===== config.mk =====
export PLATFORM = sky130hd
export DESIGN_NAME = packet_datagram_reassembly_core_flat
export DESIGN_NICKNAME = d
export VERILOG_FILES = /design/src/rtl/prdr_pkg.sv /design/src/rtl/prdr_stream_if.sv /design/src/rtl/prdr_queue.sv /design/src/rtl/prdr_front.sv /design/src/rtl/prdr_back.sv /design/src/rtl/packet_datagram_reassembly_core.sv /design/src/flat_wrapper.sv
export VERILOG_INCLUDE_DIRS = /design/src /design/src/rtl
export SDC_FILE = /design/constraint.sdc
export NUM_CORES = 1
export LEC_CHECK = 0
export BUFFER_PORTS_ARGS = -buffer_cell sky130_fd_sc_hd__buf_2
export CAP_MARGIN = 40
export CELL_PAD_IN_SITES_DETAIL_PLACEMENT = 1
export CELL_PAD_IN_SITES_GLOBAL_PLACEMENT = 2
export CORE_MARGIN = 2
export CORE_UTILIZATION = 30
export DETAILED_ROUTE_END_ITERATION = 16
export GPL_ROUTABILITY_DRIVEN = 1
export PLACE_DENSITY_LB_ADDON = 0.1
export SETUP_SLACK_MARGIN = 0.2
export SYNTH_ARGS = -nofsm -noshare
export SYNTH_HDL_FRONTEND = slang
export SYNTH_SLANG_ARGS = --single-unit

===== constraint.sdc =====
create_clock -name clk -period 5.7 [get_ports clk]
set_input_delay 1.14 -clock clk [delete_from_list [all_inputs] [get_ports clk]]
set_output_delay 1.14 -clock clk [all_outputs]
set_load 0.01 [all_outputs]

===== src/rtl/packet_datagram_reassembly_core_defines.svh =====
// Assertion macros shared by the reassembly core.
`ifndef PACKET_DATAGRAM_REASSEMBLY_CORE_DEFINES_SVH
`define PACKET_DATAGRAM_REASSEMBLY_CORE_DEFINES_SVH

// Check that b holds in the same cycle as a.
`define PRDR_ASSERT_SAME(label, clk, rst_n, a, b) \
    label: assert property (@(posedge clk) disable iff (!rst_n) (a) |-> (b)) \
        else $error("reassembly core: same-cycle check failed");

// Check that b holds in the cycle after a.
`define PRDR_ASSERT_NEXT(label, clk, rst_n, a, b) \
    label: assert property (@(posedge clk) disable iff (!rst_n) (a) |=> (b)) \
        else $error("reassembly core: next-cycle check failed");

`endif


===== src/rtl/prdr_pkg.sv =====
// Package: types, codes and constants of the datagram reassembly core.
`default_nettype none
package prdr_pkg;

    localparam int unsigned MAX_DATAGRAM  = 65536;
    localparam int unsigned QUEUE_DEPTH   = 2;
    localparam int unsigned PAYLOAD_RESET = 32;
    localparam int unsigned ADDR_W        = 3;
    localparam int unsigned DATA_W        = 32;

    localparam logic REG_PAYLOAD_SIZE = 1'b0;
    localparam logic REG_ACK_ENABLED  = 1'b1;

    typedef enum logic [2:0] {
        ST_OK          = 3'd0,
        ST_CRC_BAD     = 3'd1,
        ST_DUMMY       = 3'd2,
        ST_NO_FIRST    = 3'd3,
        ST_RESTARTED   = 3'd4,
        ST_STRAY       = 3'd5,
        ST_OUT_OF_SYNC = 3'd6,
        ST_OVERFLOW    = 3'd7
    } status_t;

    typedef enum logic [1:0] {
        ACT_DISCARD        = 2'd0,
        ACT_APPEND         = 2'd1,
        ACT_APPEND_DELIVER = 2'd2,
        ACT_DELIVER_ALONE  = 2'd3
    } action_t;

    typedef enum logic [1:0] {
        KIND_DETACH  = 2'd0,
        KIND_CRC_BAD = 2'd1,
        KIND_DUMMY   = 2'd2,
        KIND_PACKET  = 2'd3
    } kind_t;

    typedef struct packed {
        logic       mode;
        logic       hdr_first;
        logic       hdr_valid;
        logic       hdr_network;
        logic [5:0] hdr_more;
        logic       crc_good;
    } in_item_t;

    typedef struct packed {
        logic        send_ack;
        logic [2:0]  status;
        logic [1:0]  action;
        logic [15:0] write_offset;
        logic [16:0] deliver_length;
        logic        to_link_layer;
        logic        stay_awake;
    } out_item_t;

    // Classified request as it sits in the queue.
    typedef struct packed {
        kind_t      kind;
        logic       first;
        logic       link;
        logic [5:0] more;
    } cmd_t;

    typedef struct packed {
        logic full;
        logic empty;
    } q_status_t;

    typedef struct packed {
        logic [16:0] payload_size;
        logic        ack_enabled;
    } cfg_t;

endpackage
`default_nettype wire


===== src/rtl/prdr_stream_if.sv =====
// Valid/ready stream interfaces for request and result channels.
`default_nettype none
interface prdr_in_if;
    logic               valid;
    logic               ready;
    prdr_pkg::in_item_t data;
    modport source (output valid, output data, input ready);
    modport sink   (input valid, input data, output ready);
endinterface

interface prdr_out_if;
    logic                valid;
    logic                ready;
    prdr_pkg::out_item_t data;
    modport source (output valid, output data, input ready);
    modport sink   (input valid, input data, output ready);
endinterface
`default_nettype wire


===== src/rtl/prdr_queue.sv =====
// Small register queue between the classifier and the execution stage.
`default_nettype none
module prdr_queue #(
    parameter int unsigned DEPTH = prdr_pkg::QUEUE_DEPTH
) (
    input  wire logic              clk,
    input  wire logic              rst_n,
    input  wire logic              push,
    input  wire prdr_pkg::cmd_t    push_data,
    input  wire logic              pop,
    output prdr_pkg::cmd_t         pop_data,
    output prdr_pkg::q_status_t    q_stat
);
    localparam int unsigned PTR_W = (DEPTH > 1) ? $clog2(DEPTH) : 1;
    localparam int unsigned CNT_W = $clog2(DEPTH + 1);

    prdr_pkg::cmd_t   entry_reg [DEPTH];
    logic [PTR_W-1:0] wr_ptr_reg, wr_ptr_next;
    logic [PTR_W-1:0] rd_ptr_reg, rd_ptr_next;
    logic [CNT_W-1:0] count_reg, count_next;

    function automatic logic [PTR_W-1:0] bump(input logic [PTR_W-1:0] ptr);
        logic [PTR_W-1:0] res;
        if (ptr == PTR_W'(DEPTH - 1))
            res = '0;
        else
            res = ptr + PTR_W'(1);
        return res;
    endfunction

    always_comb
    begin
        wr_ptr_next = push ? bump(wr_ptr_reg) : wr_ptr_reg;
        rd_ptr_next = pop ? bump(rd_ptr_reg) : rd_ptr_reg;
        count_next  = count_reg;
        if (push && !pop)
            count_next = count_reg + CNT_W'(1);
        else if (pop && !push)
            count_next = count_reg - CNT_W'(1);
    end

    always_ff @(posedge clk or negedge rst_n)
    begin
        if (!rst_n)
        begin
            wr_ptr_reg <= '0;
            rd_ptr_reg <= '0;
            count_reg  <= '0;
        end
        else
        begin
            wr_ptr_reg <= wr_ptr_next;
            rd_ptr_reg <= rd_ptr_next;
            count_reg  <= count_next;
        end
    end

    always_ff @(posedge clk)
    begin
        if (push)
            entry_reg[wr_ptr_reg] <= push_data;
    end

    assign pop_data     = entry_reg[rd_ptr_reg];
    assign q_stat.full  = (count_reg == CNT_W'(DEPTH));
    assign q_stat.empty = (count_reg == '0);
endmodule
`default_nettype wire


===== src/rtl/prdr_front.sv =====
// Front end: accept requests and classify them into queue commands.
`default_nettype none
module prdr_front (
    prdr_in_if.sink                     pkt,
    input  wire prdr_pkg::q_status_t    q_stat,
    output logic                        push,
    output prdr_pkg::cmd_t              push_data
);
    assign pkt.ready = !q_stat.full;
    assign push      = pkt.valid && !q_stat.full;

    always_comb
    begin
        push_data.first = pkt.data.hdr_first;
        push_data.link  = !pkt.data.hdr_network;
        push_data.more  = pkt.data.hdr_more;
        // Detach wins over everything, then CRC, then dummy.
        priority if (pkt.data.mode)
            push_data.kind = prdr_pkg::KIND_DETACH;
        else if (!pkt.data.crc_good)
            push_data.kind = prdr_pkg::KIND_CRC_BAD;
        else if (!pkt.data.hdr_valid)
            push_data.kind = prdr_pkg::KIND_DUMMY;
        else
            push_data.kind = prdr_pkg::KIND_PACKET;
    end
endmodule
`default_nettype wire


===== src/rtl/prdr_back.sv =====
// Back end: reassembly state, decisions and the result register.
`default_nettype none
module prdr_back (
    input  wire logic                   clk,
    input  wire logic                   rst_n,
    input  wire prdr_pkg::cfg_t         cfg,
    input  wire prdr_pkg::q_status_t    q_stat,
    input  wire prdr_pkg::cmd_t         pop_data,
    output logic                        pop,
    prdr_out_if.source                  res
);
    logic                first_bit_seen_reg, first_bit_seen_next;
    logic [7:0]          packets_left_reg, packets_left_next;
    logic [16:0]         fill_index_reg, fill_index_next;
    logic                out_valid_reg, out_valid_next;
    prdr_pkg::out_item_t out_data_reg, out_data_next;

    logic                fbs;
    logic [16:0]         fill_a;
    logic [7:0]          left_a;
    logic [7:0]          left_dec;
    logic [7:0]          more_w;
    logic [17:0]         sum;
    logic [16:0]         sum_sat;
    logic                done;
    prdr_pkg::status_t   status;
    prdr_pkg::action_t   action;

    // Advance when the result slot is free or is being drained.
    assign pop = !q_stat.empty && (!out_valid_reg || res.ready);

    always_comb
    begin
        first_bit_seen_next = first_bit_seen_reg;
        packets_left_next   = packets_left_reg;
        fill_index_next     = fill_index_reg;
        out_valid_next      = out_valid_reg && !res.ready;
        out_data_next       = out_data_reg;

        fbs      = first_bit_seen_reg | (pop_data.link & pop_data.first);
        more_w   = {2'b00, pop_data.more};
        left_dec = packets_left_reg - 8'd1;
        fill_a   = fill_index_reg;
        left_a   = packets_left_reg;
        sum      = '0;
        sum_sat  = '0;
        done     = 1'b0;
        status   = prdr_pkg::ST_OK;
        action   = prdr_pkg::ACT_DISCARD;

        out_data_next = '0;

        unique case (pop_data.kind)
            prdr_pkg::KIND_DETACH:
            begin
                first_bit_seen_next = 1'b0;
                left_a              = '0;
                fill_index_next     = '0;
            end
            prdr_pkg::KIND_CRC_BAD:
            begin
                status = prdr_pkg::ST_CRC_BAD;
                if (!cfg.ack_enabled)
                begin
                    left_a          = '0;
                    fill_index_next = '0;
                end
            end
            prdr_pkg::KIND_DUMMY:
            begin
                out_data_next.send_ack = 1'b1;
                status                 = prdr_pkg::ST_DUMMY;
            end
            default:
            begin
                out_data_next.send_ack = 1'b1;
                first_bit_seen_next    = fbs;
                if (cfg.payload_size == 17'(prdr_pkg::MAX_DATAGRAM))
                begin
                    if (!fbs || pop_data.first)
                    begin
                        action                       = prdr_pkg::ACT_DELIVER_ALONE;
                        out_data_next.deliver_length = cfg.payload_size;
                        out_data_next.to_link_layer  = pop_data.link;
                    end
                    else
                        status = prdr_pkg::ST_NO_FIRST;
                end
                else
                begin
                    if (fbs && pop_data.first)
                    begin
                        if (fill_index_reg != '0)
                        begin
                            status = prdr_pkg::ST_RESTARTED;
                            fill_a = '0;
                        end
                        left_a = more_w;
                    end
                    else if (fbs)
                    begin
                        if (fill_index_reg == '0)
                        begin
                            status = prdr_pkg::ST_STRAY;
                            done   = 1'b1;
                        end
                        else if (more_w != left_dec)
                        begin
                            status = prdr_pkg::ST_OUT_OF_SYNC;
                            fill_a = '0;
                            left_a = '0;
                            done   = 1'b1;
                        end
                        else
                            left_a = left_dec;
                    end

                    fill_index_next = fill_a;
                    if (!done)
                    begin
                        if (fill_a >= 17'(prdr_pkg::MAX_DATAGRAM))
                        begin
                            status          = prdr_pkg::ST_OVERFLOW;
                            fill_index_next = '0;
                        end
                        else
                        begin
                            // Saturate the fill index at its 17-bit limit.
                            sum     = {1'b0, fill_a} + {1'b0, cfg.payload_size};
                            sum_sat = sum[17] ? '1 : sum[16:0];
                            out_data_next.write_offset = fill_a[15:0];
                            if (pop_data.more != '0)
                            begin
                                action          = prdr_pkg::ACT_APPEND;
                                fill_index_next = sum_sat;
                            end
                            else
                            begin
                                action                       = prdr_pkg::ACT_APPEND_DELIVER;
                                fill_index_next              = '0;
                                out_data_next.deliver_length = sum_sat;
                                out_data_next.to_link_layer  = pop_data.link;
                            end
                        end
                    end
                end
            end
        endcase

        packets_left_next        = left_a;
        out_data_next.status     = status;
        out_data_next.action     = action;
        out_data_next.stay_awake = (left_a > 8'd1);

        if (!pop)
        begin
            first_bit_seen_next = first_bit_seen_reg;
            packets_left_next   = packets_left_reg;
            fill_index_next     = fill_index_reg;
            out_data_next       = out_data_reg;
        end
        else
            out_valid_next = 1'b1;
    end

    always_ff @(posedge clk or negedge rst_n)
    begin
        if (!rst_n)
        begin
            first_bit_seen_reg <= 1'b0;
            packets_left_reg   <= '0;
            fill_index_reg     <= '0;
            out_valid_reg      <= 1'b0;
        end
        else
        begin
            first_bit_seen_reg <= first_bit_seen_next;
            packets_left_reg   <= packets_left_next;
            fill_index_reg     <= fill_index_next;
            out_valid_reg      <= out_valid_next;
        end
    end

    always_ff @(posedge clk)
    begin
        out_data_reg <= out_data_next;
    end

    assign res.valid = out_valid_reg;
    assign res.data  = out_data_reg;
endmodule
`default_nettype wire


===== src/rtl/packet_datagram_reassembly_core.sv =====
// Top level of the packet datagram reassembly core with its register port.
`default_nettype none
`include "packet_datagram_reassembly_core_defines.svh"
// The core takes one request per cycle while its queue has room: the header
// of a received packet (first bit, real/dummy bit, link/network type, count
// of packets still to come) together with its CRC result, or a detach
// request that clears all reassembly state. For every request it returns
// exactly one result: whether to acknowledge, a status code, and an action
// (discard, append the payload at write_offset, append and deliver the
// finished datagram, or deliver the packet on its own), with the delivered
// length, the handler it goes to and a stay-awake hint. Throughput is one
// request per cycle while results are taken. A request is written into the
// command queue when it is accepted; the execution stage pops it, updates
// the reassembly state and registers the result, which it offers until it
// is taken. A result that is not taken holds the execution stage, and the
// two-entry queue takes up to two more requests before the input stalls;
// once the result moves again, the input stays stalled until the full queue
// has freed an entry. The two registers (payload_size at byte 0,
// ack_enabled at byte 4) are written through the APB-style port and must
// be changed only while no request is in flight.
module packet_datagram_reassembly_core #(
    parameter int unsigned QUEUE_DEPTH = prdr_pkg::QUEUE_DEPTH
) (
    input  wire logic                           clk,
    input  wire logic                           rst_n,
    prdr_in_if.sink                             pkt,
    prdr_out_if.source                          res,
    input  wire logic                           psel,
    input  wire logic                           penable,
    input  wire logic                           pwrite,
    input  wire logic [prdr_pkg::ADDR_W-1:0]    paddr,
    input  wire logic [prdr_pkg::DATA_W-1:0]    pwdata,
    output logic      [prdr_pkg::DATA_W-1:0]    prdata,
    output logic                                pready
);
    logic [16:0]          payload_size_q_reg, payload_size_next;
    logic                 ack_enabled_reg, ack_enabled_next;
    logic                 cfg_write;
    prdr_pkg::cfg_t       cfg;
    prdr_pkg::q_status_t  q_stat;
    prdr_pkg::cmd_t       push_data;
    prdr_pkg::cmd_t       pop_data;
    logic                 push;
    logic                 pop;

    // Register port: zero wait states, register index from address bit 2.
    assign pready    = 1'b1;
    assign cfg_write = psel && penable && pwrite && pready;

    always_comb
    begin
        payload_size_next = payload_size_q_reg;
        ack_enabled_next  = ack_enabled_reg;
        if (cfg_write)
        begin
            unique case (paddr[2])
                prdr_pkg::REG_PAYLOAD_SIZE: payload_size_next = pwdata[16:0];
                prdr_pkg::REG_ACK_ENABLED:  ack_enabled_next  = pwdata[0];
            endcase
        end
    end

    always_comb
    begin
        unique case (paddr[2])
            prdr_pkg::REG_PAYLOAD_SIZE:
                prdata = {{(prdr_pkg::DATA_W - 17){1'b0}}, payload_size_q_reg};
            prdr_pkg::REG_ACK_ENABLED:
                prdata = {{(prdr_pkg::DATA_W - 1){1'b0}}, ack_enabled_reg};
        endcase
    end

    always_ff @(posedge clk or negedge rst_n)
    begin
        if (!rst_n)
        begin
            payload_size_q_reg <= 17'(prdr_pkg::PAYLOAD_RESET);
            ack_enabled_reg    <= 1'b0;
        end
        else
        begin
            payload_size_q_reg <= payload_size_next;
            ack_enabled_reg    <= ack_enabled_next;
        end
    end

    assign cfg.payload_size = payload_size_q_reg;
    assign cfg.ack_enabled  = ack_enabled_reg;

    // Classify incoming requests into the command queue.
    prdr_front u_front (
        .pkt       (pkt),
        .q_stat    (q_stat),
        .push      (push),
        .push_data (push_data)
    );

    prdr_queue #(
        .DEPTH (QUEUE_DEPTH)
    ) u_queue (
        .clk       (clk),
        .rst_n     (rst_n),
        .push      (push),
        .push_data (push_data),
        .pop       (pop),
        .pop_data  (pop_data),
        .q_stat    (q_stat)
    );

    // Execute commands against the reassembly state and hold the result.
    prdr_back u_back (
        .clk      (clk),
        .rst_n    (rst_n),
        .cfg      (cfg),
        .q_stat   (q_stat),
        .pop_data (pop_data),
        .pop      (pop),
        .res      (res)
    );

    // A result without acknowledge never moves payload.
    `PRDR_ASSERT_SAME(a_noack_discards, clk, rst_n,
        res.valid && !res.data.send_ack,
        res.data.action == prdr_pkg::ACT_DISCARD)
    // A discarded packet carries no offset, length or handler.
    `PRDR_ASSERT_SAME(a_discard_clean, clk, rst_n,
        res.valid && res.data.action == prdr_pkg::ACT_DISCARD,
        res.data.write_offset == '0 && res.data.deliver_length == '0
        && !res.data.to_link_layer)
    // A queue command is taken only when a command is waiting.
    `PRDR_ASSERT_SAME(a_pop_nonempty, clk, rst_n, pop, !q_stat.empty)
    // A stalled result stays valid the next cycle.
    `PRDR_ASSERT_NEXT(a_result_held, clk, rst_n,
        res.valid && !res.ready, res.valid)
endmodule
`default_nettype wire

===== src/flat_wrapper.sv =====
// flat-port wrapper written by rule: the top's interface ports become plain ports
module packet_datagram_reassembly_core_flat 
#(
    parameter int unsigned QUEUE_DEPTH = prdr_pkg::QUEUE_DEPTH
)
  (clk, rst_n, psel, penable, pwrite, paddr, pwdata, prdata, pready, pkt_valid, pkt_data, pkt_ready, res_valid, res_data, res_ready);
  prdr_in_if pkt_i ();
  prdr_out_if res_i ();
  input  wire logic clk;
  input  wire logic rst_n;
  input  wire logic psel;
  input  wire logic penable;
  input  wire logic pwrite;
  input  wire logic [prdr_pkg::ADDR_W-1:0] paddr;
  input  wire logic [prdr_pkg::DATA_W-1:0] pwdata;
  output logic      [prdr_pkg::DATA_W-1:0] prdata;
  output logic pready;
  input wire logic [$bits(pkt_i.valid)-1:0] pkt_valid;
  input wire logic [$bits(pkt_i.data)-1:0] pkt_data;
  output wire logic [$bits(pkt_i.ready)-1:0] pkt_ready;
  output wire logic [$bits(res_i.valid)-1:0] res_valid;
  output wire logic [$bits(res_i.data)-1:0] res_data;
  input wire logic [$bits(res_i.ready)-1:0] res_ready;
  assign pkt_i.valid = pkt_valid;
  assign pkt_i.data = pkt_data;
  assign pkt_ready = pkt_i.ready;
  assign res_valid = res_i.valid;
  assign res_data = res_i.data;
  assign res_i.ready = res_ready;
  packet_datagram_reassembly_core #(.QUEUE_DEPTH(QUEUE_DEPTH)) u_core (.clk(clk), .rst_n(rst_n), .pkt(pkt_i), .res(res_i), .psel(psel), .penable(penable), .pwrite(pwrite), .paddr(paddr), .pwdata(pwdata), .prdata(prdata), .pready(pready));
endmodule

# After elaboration in Yosys (flattened, before gate mapping)
# Memory sizes are Yosys's and may differ from the RTL's.
# Cells that the tools add are included.
classes:
  n_addsub: 6
  order_cmp: 2
  n_mux: 60
  reduce_logical: 32
  eq_ne: 7
  div_mod_pow: 0
  n_mul: 0
  shift: 0
  n_bitwise: 5
op_table:
  columns: ["cell", "count"]
  rows:
  - ["$mux W17", 13]
  - ["$mux W18", 5]
  - ["$pmux W32 S2", 1]
  - ["$pmux W17 S3", 1]
  - ["$mux W8", 6]
  - ["$mux W3", 8]
  - ["$pmux W8 S3", 1]
  - ["$mux W2", 10]
  - ["$add A17 B17 Y18", 1]
  - ["$eq A17 B17 Y1 const B", 1]
  - ["$ge A17 B17 Y1 const B", 1]
  - ["$logic_not A17 Y1", 1]
  - ["$reduce_bool A17 Y1", 1]
  - ["$mux W1", 13]
  - ["$pmux W3 S3", 1]
  - ["$gt A8 B1 Y1 const B", 1]
  - ["$logic_and A1 B1 Y1", 8]
  - ["$logic_not A1 Y1", 8]
  - ["$ne A6 B8 Y1", 1]
  - ["$sub A8 B1 Y8 const B", 1]
  - ["$reduce_and A2 Y1", 3]
  - ["$reduce_bool A6 Y1", 1]
  - ["$reduce_or A6 Y1", 1]
  - ["$eq A2 B2 Y1 const B", 2]
  - ["other kinds (16)", 22]
word_totals:
  output_inout_bits: 76
  in_bits: 53
  ramBits: 20
  memories: 1
  word_cells: 129
  mem_bits_ro: 0
  reg_bits: 90
  latch_bits: 0
mem_list:
  columns: ["memory", "words", "word_bits", "read_ports", "rd_ports_with_merged_regs", "write_ports", "line_no", "text"]
  rows:
  - ["u_core.u_queue.entry_reg", 2, 10, 1, 0, 1, "prdr_queue.sv:17", "prdr_pkg::cmd_t entry_reg [DEPTH];"]

# Logic depth before layout (Yosys ltp)
# Gate-level depths: netlist of run 1.
logic_depth:
  depth_word: 15
  ltp_mapped: 21
  depth_no_buf: 19

# Hierarchy
# A second synthesis of run 1 with hierarchy kept.
unflattened:
  cells_unflattened: 598
  area_unflattened_um2: 6414.9
by_module_without_submodules:
  columns: ["mod", "cells_each", "seq_area_each_um2", "n_inst", "area_each_um2"]
  rows:
  - ["prdr_back", 462, 1906.8, 1, 4431.8]
  - ["packet_datagram_reassembly_core", 76, 451.7, 1, 988.4]
  - ["prdr_queue", 47, 700.7, 1, 913.4]
  - ["prdr_front", 13, 0.0, 1, 81.3]

# Least setup slack after synthesis of run 1
# No wires, ideal clock.
synth_timing:
  path_type: "reg2reg"
  start: "register u_core.u_back.packets_left_reg[2]"
  end: "register u_core.u_back.out_data_reg, in the netlist u_core.u_back.res.data[10] (data pin)"
  n_path_buf: 4
  t_arrival_ns: 4.505
  path_slack_ns: 0.929
  t_required_ns: 5.434
  synth_period_minus_slack_ns: 4.771
  setup_ns: 0.266
  path_stages_with_launch: 21
  path_cell_list: "dfrtp_1 -> buf_6 -> or3_1 -> buf_2 -> or3_1 -> a221o_1 -> o31a_2 -> or2_1 -> o21ai_1 -> clkbuf_1 -> and2_1 -> ha_1 -> and3_1 -> a221oi_1 -> o211a_1 -> o21ai_0 -> nand2b_1 -> a31oi_1 -> clkbuf_1 -> nor2_1 -> nor2_1"
synth_via:
  elab_chain_cells: 14
  word_cells_on_any_way: 21
  classes_between: "2 x add/sub; 1 x order compare; 1 x eq/ne; 17 x mux"
synth_lines:
  columns: ["element", "line_no", "text"]
  rows:
  - ["start, declared", "prdr_back.sv:13", "logic [7:0] packets_left_reg, packets_left_next;"]
  - ["start signal, assigned", "prdr_back.sv:178", "packets_left_reg <= packets_left_next;"]
  - ["$sub A8 B1 Y8 *", "prdr_back.sv:42", "left_dec = packets_left_reg - 8'd1;"]
  - ["$ne A6 B8 Y1 *", "prdr_back.sv:107", "else if (more_w != left_dec)"]
  - ["$mux W17", "prdr_back.sv:107", null]
  - ["$mux W17", "prdr_back.sv:102", "if (fill_index_reg == '0)"]
  - ["$mux W17", "prdr_back.sv:100", "else if (fbs)"]
  - ["$mux W17", "prdr_back.sv:91", "if (fbs && pop_data.first)"]
  - ["$mux W17", "prdr_back.sv:78", "if (cfg.payload_size == 17'(prdr_pkg::MAX_DATAGRAM))"]
  - ["$mux W17", "prdr_back.sv:53", "unique case (pop_data.kind)"]
  - ["$add A17 B17 Y18", "prdr_back.sv:129", "sum = {1'b0, fill_a} + {1'b0, cfg.payload_size};"]
  - ["$mux W17", "prdr_back.sv:130", "sum_sat = sum[17] ? '1 : sum[16:0];"]
  - ["$mux W18", "prdr_back.sv:132", "if (pop_data.more != '0)"]
  - ["$mux W18", "prdr_back.sv:121", "if (fill_a >= 17'(prdr_pkg::MAX_DATAGRAM))"]
  - ["$mux W18 *", "prdr_back.sv:119", "if (!done)"]
  - ["$mux W18 *", "prdr_back.sv:78", null]
  - ["end signal, assigned", "prdr_back.sv:186", "out_data_reg <= out_data_next;"]
  - ["end, declared", "prdr_back.sv:16", "prdr_pkg::out_item_t out_data_reg, out_data_next;"]
# Mark *: on every way between the ends. The rest lies on a longest branch, timed or not. The select of a mux whose other input is x is not followed.
# A chain may end at the register's enable or synchronous reset.

# Final worst setup path of run 1
layout_timing:
  start: "register u_core.u_back.packets_left_reg[2]"
  end: "register u_core.u_back.out_data_reg, in the netlist u_core.u_back.res.data[17] (data pin)"
# The elaborated chain is that of the path after synthesis.

==> results of run 1 <==
[cell families after synthesis]
kind of cell	count (synthesis)	synth area share, %
simple gates	217	18.1
compound gates	117	12.5
flops	110	51.1
buf+inv	50	4.39
mux	29	5.27
fa+ha+maj	24	5.14
xor+xnor	23	3.37
other cells	2	0.125
[cell usage after synthesis (3+ instances only)]
cell type	count	area, um2
xor2_1	8	70.1
ha_1	23	288
mux2_2	20	225
nand2_1	45	169
a211oi_1	3	22.5
inv_1	13	48.8
nor3_1	10	50.1
and2_1	34	213
clkbuf_1	13	48.8
nand2b_1	6	37.5
nand3_1	8	40.0
xnor2_1	15	131
buf_2	6	30.0
o22a_1	3	26.3
edfxtp_1	61	1830
o21ai_0	34	170
o32ai_1	4	35.0
buf_4	16	120
mux2i_1	9	90.1
nor4_1	6	37.5
nand4_1	5	31.3
a31oi_1	4	25.0
o21ai_1	6	30.0
or3_1	4	25.0
o21a_1	6	45.0
o22ai_1	3	18.8
a21oi_1	28	140
dfrtp_1	48	1200
a21o_1	6	45.0
nor2_1	63	236
and3_1	5	31.3
nor2b_1	21	131
[worst reg2reg max path: cells and delay by family, from the launching register on]
| family | cells | cell delay, ns |
|---|---|---|
| AO/OA/AOI/OAI | 8 | 2.17 |
| adder cells (fa/ha/maj) | 1 | 0.29 |
| buffers and inverters | 2 | 0.33 |
| flip-flops | 1 | 0.50 |
| AND/OR/NAND/NOR | 6 | 1.60 |
[power groups by stage]
stage	clock network [mW]	registers [mW]	logic, mW
6_report	0.651	1.35	1.86
5_1_grt	0.697	1.39	2.09
4_1_cts	0.669	1.36	1.87
3_5_place_dp	0	1.37	1.85
3_3_place_gp	0	1.36	1.82
2_1_floorplan	0	1.34	1.23
[metal layers]
metal | part of all wire, % | track usage, %
met1 | 53 | 24.3
met2 | 42 | 23.1
met3 | 4.4 | 3.08
met4 | 0.95 | 3.68
met5 | 0 | 0
[through the flow]
| stage | hold WS [ns] | worst slack, ns |
|---|---|---|
| 2_1_floorplan | 0.461 | 0.929 |
| 3_3_place_gp | 0.479 | 0.653 |
| 3_5_place_dp | 0.485 | 0.577 |
| 4_1_cts | 0.500 | 0.517 |
| 5_1_grt | 0.540 | 0.230 |
| 6_report | 0.495 | 0.540 |
[how the worst min path moves through the flow]
stage / end / slack (ns) / cells past startpoint
after global placement: u_core.u_queue.wr_ptr_reg / 0.48 / 1
after CTS: u_core.u_queue.wr_ptr_reg / 0.50 / 1
after floorplan: u_core.u_queue.wr_ptr_reg / 0.46 / 1
after global routing: u_core.u_back.res.valid / 0.54 / 2
final: u_core.u_queue.wr_ptr_reg / 0.50 / 1
after detailed placement: u_core.u_queue.wr_ptr_reg / 0.49 / 1
[cell usage in the layout, fill, tap and decap left out, drive strengths merged, types with 3 or more instances in the layout]
| master | instances |
|---|---|
| dfrtp | 48 |
| o21ai | 40 |
| a21o | 6 |
| nor4 | 6 |
| a31oi | 4 |
| inv | 15 |
| edfxtp | 61 |
| or3 | 4 |
| clkbuf | 9 |
| o32ai | 4 |
| conb | 16 |
| mux2i | 9 |
| xnor2 | 15 |
| nand4 | 5 |
| xor2 | 8 |
| a211oi | 3 |
| nand2 | 45 |
| o22ai | 3 |
| o21a | 6 |
| nand2b | 6 |
| clkinv | 4 |
| nor2 | 63 |
| ha | 23 |
| nor2b | 21 |
| mux2 | 20 |
| nand3 | 8 |
| nor3 | 10 |
| buf | 113 |
| o22a | 3 |
| and2 | 34 |
| and3 | 5 |
| a21oi | 28 |
[cell type report]
cell class | count | area (um2)
clock inverter | 7 | 80.1
tap | 265 | 332
inverter | 13 | 48.8
clock buffer | 9 | 225
fill | 2277 | 12400
timing repair buffer | 113 | 639
sequential | 110 | 3060
multi-input combinational | 426 | 2730
[timing repair]
item | 4_1_cts | 5_1_grt
gates resized for setup | 0 | 1
setup endpoints to repair | 0 | 2
hold buffers | 0 | 0
==> key figures, run 1 <==
Run status
  • Status: complete, no violations

Hold path
  • HP Class: flip-flop to flip-flop
  • Hold_sp: u_core.u_queue.wr_ptr_reg

Drt
  • 1st-iter DRT viols: ~190
  • Detailed Routing Iterations Pass 1: 4
  • Routed wire per std cell: about 17 um
  • Antenna-violating nets left: 0
  • DRC: 0
  • Routed WL: 16,200 um
  • Vias per cell: ~4.8
  • Vias after detailed routing: roughly 4,500

Worst setup path
  • Arrival time at the worst endpoint: ~5.3 ns
  • Worst setup path class: flip-flop to flip-flop
  • Reg-to-reg slack, setup: 0.54 ns
  • Levels on crit path: 17
  • Worst Path Max Fanout: 17
  • Worst path bufs/invs: 2
  • Reg-to-Reg Start: u_core.u_back.packets_left_reg[2]
  • Critical Path, Cell by Cell: or3_1 > or3_1 > a221o_1 > o31a_2 > or2_1 > o21ai_1 > buf_12 > and2_1 > ha_1 > and3_1 > a221oi_1 > o211a_1 > o21ai_0 > buf_4 > a311o_1 > a31oi_1 > nor2_1
  • CP most frequent cell: or3_1
  • Crit. End Element: flip-flop
  • Reg2reg end: u_core.u_back.res.data[17]
  • End of the critical path: u_core.u_back.res.data[17]
  • Cell family with most CP delay: compound AO/OA/AOI/OAI gates
  • Critical path's largest stage delay: 0.50 ns
  • Startpoint types: flip-flop
  • Worst path slowest cell: dfrtp_1
  • Worst Setup SP: u_core.u_back.packets_left_reg[2]
  • WP data required: 5.79 ns
  • Worst r2r path cells: 17

Floorplan
  • I/O Pins: 129
  • Die height: 145 um
  • Chip Width: 145 um
  • Site Rows: 51
  • Core area: 19,500 um2
  • Initial Utilization: between 30% and 40%
  • Die area: 21,100 um2

Timing
  • Setup_tns: 0 ns
  • Least-Margin Pin Slew: 0.902 ns
  • Clk_skew: 0.0128 ns
  • RSZ-0062 raised after global routing: no
  • Final setup fails: 0
  • Period utilization: about nine tenths
  • Worst slew margin: just under 40%
  • Fmax: 0.194 GHz
  • Max-slew violation count: 0
  • Hold Fails Final Rpt: 0
  • Minimum clock period: 5.16 ns

Flow run
  • Maximum capacitance violations: 0

CTS
  • CTS tree: built
  • Htree depth: 3
  • Setup Buffers After CTS: 0
  • Clk_lat worst skew: 0.37 ns
  • CTS Buffer Depth: 2
  • Clock-pin slew on the worst setup and hold paths: 0.08 ns
  • CTS root buffer: clkbuf_16
  • Cts bufs inserted: 9
  • CTS sink count: 110

Final layout
  • Final cell count without fillers: 943
  • Final Instance Area: 7110 um2
  • Layout Utilization: ~36%
  • Max reg flops: 41
  • Diodes inserted: 0
  • Final net count: 750
  • P&R area growth vs syn: 18.8%
  • Layout cells sized above 1: approximately 23%

Pwr
  • Power density over cell area: 543 nW/um2
  • VDD IR max: 166 uV
  • Cell Int Power: 2.20 mW
  • Reg power frac: 35.0%
  • Net Sw Frac: 42.9%
  • Total power: 3.86 mW
  • Clock group share of total power: 16.9%
  • Psw: 1.66 mW
  • Combinational power share: 48.1%
  • Static Leak: roughly 3 nW

Yosys
  • Ys async rst share: around 45%
  • Cell count after synthesis: 572
  • Avg Cell Area, Syn: 10.5 um2
  • Synth Cell Area: 5990 um2
  • Seq/Total Area, Yosys: around half
  • Yosys warnings: 0
  • Primary FF master, synth: edfxtp_1
  • Number of flops mapped to enable cells by yosys: 61
  • Cell variety after synth: 63
  • Synthesis-stage register bit count: 110

Global routing
  • Gr usage total: 15.9%
  • First-pass GRT wire length: 26,900 um
  • Grt ovf: 0
  • Largest net degree at the start of global routing: 50
  • Initial antenna violation count: 0
  • Vias in the first global route: between 4,000 and 5,000

Placed design
  • GPL Wtd Cong: 0.822
  • Final HPWL DP: 12,200 um
  • Number of port buffers: 95
  • DP Cell Count: approximately 930
  • Placed inst area: 6800 um2
Power figures use the tool's default switching activity.
==> run 2: changes to the inputs <==
SETUP_SLACK_MARGIN = 0.15   (was 0.2)
clock period = 6.6 ns   (was 5.7 ns; I/O delays follow)
==> key figures, run 2 (synthesized netlist as in run 1, its figures left out) <==
Run status
  • Status: complete, no violations

Floorplan
  • Chip Width: 145 um
  • Initial Utilization: 30.7%
  • Core area: about 20,000 um2
  • Die height: 145 um
  • I/O Pins: 129
  • Die area: approximately 21,000 um2
  • Site Rows: 51

Pwr
  • VDD IR max: 169 uV
  • Static Leak: 3.01 nW
  • Clock group share of total power: 16.8%
  • Combinational power share: between 40% and 50%
  • Psw: between 1 and 1.5 mW
  • Net Sw Frac: 43.2%
  • Cell Int Power: about 1.9 mW
  • Reg power frac: a little over a third
  • Power density over cell area: 465 nW/um2

CTS
  • Clk_lat worst skew: around 0.36 ns
  • Hold-fix buffer count after cts: 0
  • Cts bufs inserted: 9
  • Htree depth: 3
  • Setup Buffers After CTS: 0
  • CTS root buffer: clkbuf_16
  • Clock-pin slew on the worst setup and hold paths: 0.08 ns
  • Post-CTS Resized: 0
  • CTS tree: built
  • CTS sink count: 110
  • CTS Buffer Depth: 2

Timing
  • Minimum clock period: 5.65 ns
  • Max-slew violation count: 0
  • Clk_skew: 0.0138 ns
  • Final setup fails: 0
  • Least-Margin Pin Slew: 0.827 ns
  • Setup_tns: 0 ns
  • Final worst setup slack: 0.953 ns
  • RSZ-0062 raised after global routing: no
  • Worst slew margin: 44.7%
  • Period utilization: 85.6%
  • Fmax: 0.177 GHz
  • Hold Fails Final Rpt: 0

Placed design
  • DP Cell Count: roughly 900
  • Dpl ws: 0.979 ns
  • GPL Wtd Cong: 0.809
  • Number of port buffers: 95
  • Final HPWL DP: 12,200 um

Worst setup path
  • Worst Setup SP: u_core.u_queue.rd_ptr_reg
  • Critical Path, Cell by Cell: mux2_2 > xnor2_1 > a221oi_1 > o2111ai_1 > or2_1 > o21ai_1 > buf_4 > and2_1 > ha_1 > fa_1 > a211oi_1 > o21a_1 > nor3b_1 > buf_4 > nand3_1 > a21oi_1 > nand4_1 > a21boi_0 > buf_4 > o21ai_0
  • Startpoint types: flip-flop
  • Worst Path Max Fanout: 18
  • Worst setup path class: flip-flop to flip-flop
  • WP data required: 6.67 ns
  • Worst path slowest cell: dfrtp_1
  • Arrival time at the worst endpoint: 5.72 ns
  • Critical path's largest stage delay: 0.83 ns
  • Crit. End Element: flip-flop
  • Reg-to-Reg Start: u_core.u_queue.rd_ptr_reg
  • CP most frequent cell: buf_4

Hold path
  • Hold_sp: u_core.u_queue.wr_ptr_reg
  • HP Class: flip-flop to flip-flop

Final layout
  • Final net count: roughly 740
  • Max reg flops: 41
  • Diodes inserted: 0
  • P&R area growth vs syn: 17.3%
  • Layout cells sized above 1: 22.0%
  • Commonest cells after routing, fill and taps aside: buf_2 (95), nor2_1 (63), edfxtp_1 (61), dfrtp_1 (48), nand2_1 (45)
  • Commonest non-fill, non-tap cell in the layout: buf_2
  • FILL cells: approximately 2,300
  • Final cell count without fillers: 937

Global routing
  • Grt ovf: 0
  • Largest net degree at the start of global routing: 50
  • Initial antenna violation count: 0
  • First-pass GRT wire length: approximately 26,000 um
  • Gr usage total: 15.7%
  • Vias in the first global route: about 4,800

Drt
  • Vias after detailed routing: 4,467
  • Routed WL: 16,100 um
  • Vias per cell: 4.77
  • DRC: 0
  • Detailed Routing Iterations Pass 1: 6
  • 1st-iter DRT viols: 279
  • Antenna-violating nets left: 0
  • Routed wire per std cell: 17.2 um

Flow run
  • Maximum capacitance violations: 0
[run 2: area by class of cell]
class / count / area, um2 / share of cell area, %
clock buffers: 9 / 225 / 3.21
flip-flops and latches: 110 / 3060 / 43.6
inverters: 13 / 48.8 / 0.695
multi-input cells: 426 / 2720 / 38.8
well taps: 265 / 332 / 4.72
clock inverters: 7 / 65.1 / 0.926
repair buffers: 107 / 569 / 8.11
[run 2: routing by layer]
metal	up-vias	part of all wire [%]	global-route usage, %
met2	110	41	22.3
met1	2144	54	24.3
li1	2199	-	-
met5	-	0	0
met3	14	4.2	3.18
met4	0	1.1	3.87
[run 2: worst paths after layout]
kind | end | cells past startpoint | slack (ns)
setup / recovery | u_core.u_back.res.data[18] | 20 | 0.95
hold / removal | u_core.u_queue.wr_ptr_reg | 1 | 0.49
setup reg to reg | u_core.u_back.res.data[18] | 20 | 0.95
hold reg to reg | u_core.u_queue.wr_ptr_reg | 1 | 0.49
max in group asynchronous | u_core.payload_size_q_reg[1] | 2 | 5.05
min in group asynchronous | u_core.u_back.fill_index_reg[12] | 2 | 1.07
[run 2: critical path: cells and delay by family, from the launching register on]
kind | cells | cell delay [ns]
AO/OA/AOI/OAI | 8 | 2.03
XOR/XNOR | 1 | 0.13
adder cells (fa/ha/maj) | 2 | 0.45
buffers and inverters | 3 | 0.60
flip-flops | 1 | 0.83
multiplexers | 1 | 0.43
AND/OR/NAND/NOR | 5 | 0.88
[run 2: power groups by stage]
| stage | sequential, mW | clock [mW] | combinational (mW) |
|---|---|---|---|
| 3_5_place_dp | 1.20 | 0 | 1.54 |
| 2_1_floorplan | 1.16 | 0 | 1.06 |
| 6_report | 1.18 | 0.550 | 1.53 |
| 3_3_place_gp | 1.18 | 0 | 1.51 |
| 4_1_cts | 1.19 | 0.564 | 1.55 |
| 5_1_grt | 1.22 | 0.589 | 1.72 |
[run 2: stage by stage]
step	cell area [um2]	hold WS [ns]	util (%)	total power, mW
5_1_grt	7020	0.543	36.0	3.53
4_1_cts	7020	0.502	35.9	3.30
3_5_place_dp	6730	0.486	34.4	2.73
2_1_floorplan	6040	0.461	-	2.22
3_3_place_gp	6710	0.482	34.4	2.69
6_report	7020	0.492	36.0	3.26
==> run 3: changes to the inputs <==
clock period = 5.95 ns   (was 6.6 ns; I/O delays follow)
==> key figures, run 3 (synthesized netlist as in run 1, its figures left out) <==
Run status
  • Status: complete, no violations

Floorplan
  • Chip Width: 145 um
  • I/O Pins: 129
  • Die height: approximately 150 um
  • Site Rows: 51
  • Initial Utilization: 30.7%
  • Core area: a little under 20,000 um2
  • Die area: 21,100 um2

Final layout
  • Diodes inserted: 0
  • P&R area growth vs syn: 18.4%
  • Layout cells sized above 1: 22.3%
  • Max reg flops: 41
  • Commonest non-fill, non-tap cell in the layout: buf_2
  • FILL cells: 2,288
  • Commonest cells after routing, fill and taps aside: buf_2 (95), nor2_1 (63), edfxtp_1 (61), dfrtp_1 (48), nand2_1 (45)
  • Final Instance Area: around 7100 um2
  • Final net count: between 700 and 800

CTS
  • Htree depth: 3
  • Post-CTS Resized: 0
  • CTS sink count: 110
  • Setup Buffers After CTS: 0
  • Clk_lat worst skew: ~0.36 ns
  • Clock-pin slew on the worst setup and hold paths: 0.08 ns
  • Cts bufs inserted: 9
  • CTS tree: built
  • Hold-fix buffer count after cts: 0
  • CTS root buffer: clkbuf_16
  • CTS Buffer Depth: 2

Timing
  • Setup_tns: 0 ns
  • Least-Margin Pin Slew: 0.852 ns
  • Final setup fails: 0
  • Fmax: 0.193 GHz
  • RSZ-0062 raised after global routing: no
  • Hold Fails Final Rpt: 0
  • Period utilization: 86.9%
  • Minimum clock period: between 5 and 6 ns
  • Max-slew violation count: 0
  • Worst slew margin: 43.1%
  • Clk_skew: 0.0118 ns

Placed design
  • Number of port buffers: 95
  • GPL Wtd Cong: approximately 0.82
  • Placed inst area: 6740 um2
  • Final HPWL DP: 12,100 um

Drt
  • Antenna-violating nets left: 0
  • DRC: 0
  • Vias per cell: about 4.8
  • Detailed Routing Iterations Pass 1: 6
  • 1st-iter DRT viols: 238
  • Vias after detailed routing: 4,510
  • Routed wire per std cell: around 17 um
  • Routed WL: between 15,000 and 20,000 um

Worst setup path
  • Reg-to-Reg Start: u_core.u_queue.rd_ptr_reg
  • Worst path slowest cell: dfrtp_1
  • End of the critical path: u_core.u_back.res.data[17]
  • Reg-to-reg slack, setup: 0.78 ns
  • Startpoint types: flip-flop
  • Worst r2r path cells: 19
  • Reg2reg end: u_core.u_back.res.data[17]
  • Critical Path, Cell by Cell: mux2i_1 > a21oi_1 > a221o_1 > o31a_2 > or2_1 > o21ai_1 > buf_4 > and2_1 > ha_1 > and3_1 > a221oi_1 > buf_4 > o211a_1 > o21ai_0 > nand2b_1 > a31oi_1 > buf_4 > a31oi_1 > nor2_1
  • Worst Path Max Fanout: 17
  • Worst Setup SP: u_core.u_queue.rd_ptr_reg
  • CP most frequent cell: buf_4
  • Arrival time at the worst endpoint: 5.26 ns
  • WP data required: 6.04 ns
  • Critical path's largest stage delay: 0.62 ns
  • Worst setup path class: flip-flop to flip-flop
  • Crit. End Element: flip-flop

Pwr
  • Cell Int Power: ~2.1 mW
  • Psw: 1.56 mW
  • Power density over cell area: 523 nW/um2
  • Combinational power share: 46.5%
  • Clock group share of total power: 18.5%
  • Reg power frac: 35.0%
  • VDD IR max: 174 uV
  • Net Sw Frac: ~42%
  • Static Leak: 3.05 nW

Global routing
  • Initial antenna violation count: 0
  • Gr usage total: 15.6%
  • First-pass GRT wire length: between 20,000 and 30,000 um
  • Largest net degree at the start of global routing: 50
  • Grt ovf: 0
  • Vias in the first global route: 4,629

Flow run
  • Maximum capacitance violations: 0

Hold path
  • HP Class: flip-flop to flip-flop
## run 3: worst min path at each step
stage | startpoint | to | slack (ns) | cells past startpoint
6_report | u_core.u_queue.wr_ptr_reg | u_core.u_queue.wr_ptr_reg | 0.49 | 1
5_1_grt | u_core.u_queue.wr_ptr_reg | u_core.u_queue.wr_ptr_reg | 0.54 | 1
4_1_cts | u_core.u_queue.wr_ptr_reg | u_core.u_queue.wr_ptr_reg | 0.50 | 1
3_5_place_dp | u_core.u_queue.wr_ptr_reg | u_core.u_queue.wr_ptr_reg | 0.49 | 1
3_3_place_gp | u_core.u_queue.wr_ptr_reg | u_core.u_queue.wr_ptr_reg | 0.48 | 1
2_1_floorplan | u_core.u_queue.wr_ptr_reg | u_core.u_queue.wr_ptr_reg | 0.46 | 1
## run 3: worst max-delay path: cells and delay by family (launching register included)
family,cells,cell delay [ns]
DFF,1,0.62
AOI/OAI and AO/OA,9,1.86
buffers and inverters,3,0.61
adders and majority gates,1,0.29
muxes,1,0.60
and+or+nand+nor,5,0.91
## run 3: layer usage
layer	global-route usage, %	share of wire, %
met1	24.0	54
met2	21.9	41
met3	3.74	4.4
met4	3.63	0.86
met5	0	0
## run 3: layout make-up
class,count,area [um2],area share (%)
Multi-Input combinational cell,426,2720,38.4
Timing Repair Buffer,109,584,8.25
Inverter,13,48.8,0.689
Tap cell,265,332,4.68
Clock buffer,9,225,3.18
Clock inverter,7,113,1.59
Sequential cell,110,3060,43.2
## run 3: power by group through the flow
| stage | Sequential [mW] | Clock (mW) | Combinational (mW) |
|---|---|---|---|
| floorplan | 1.28 | 0 | 1.18 |
| finish | 1.30 | 0.686 | 1.72 |
| global route | 1.33 | 0.734 | 1.93 |
| CTS | 1.30 | 0.710 | 1.73 |
| detailed placement | 1.32 | 0 | 1.72 |
| global placement | 1.30 | 0 | 1.69 |
## run 3: per-stage QoR
| stage | total power [mW] | hold WS, ns | setup slack [ns] | cells | utilization (%) |
|---|---|---|---|---|---|
| 6_report | 3.71 | 0.495 | 0.781 | 939 | 36.3 |
| 5_1_grt | 4.00 | 0.538 | 0.281 | 939 | 36.3 |
| 4_1_cts | 3.75 | 0.504 | 0.784 | 938 | 36.2 |
| 3_5_place_dp | 3.04 | 0.489 | 0.793 | 922 | 34.5 |
| 3_3_place_gp | 3.00 | 0.480 | 0.895 | 921 | 34.5 |
| 2_1_floorplan | 2.46 | 0.461 | 1.18 | 586 | - |
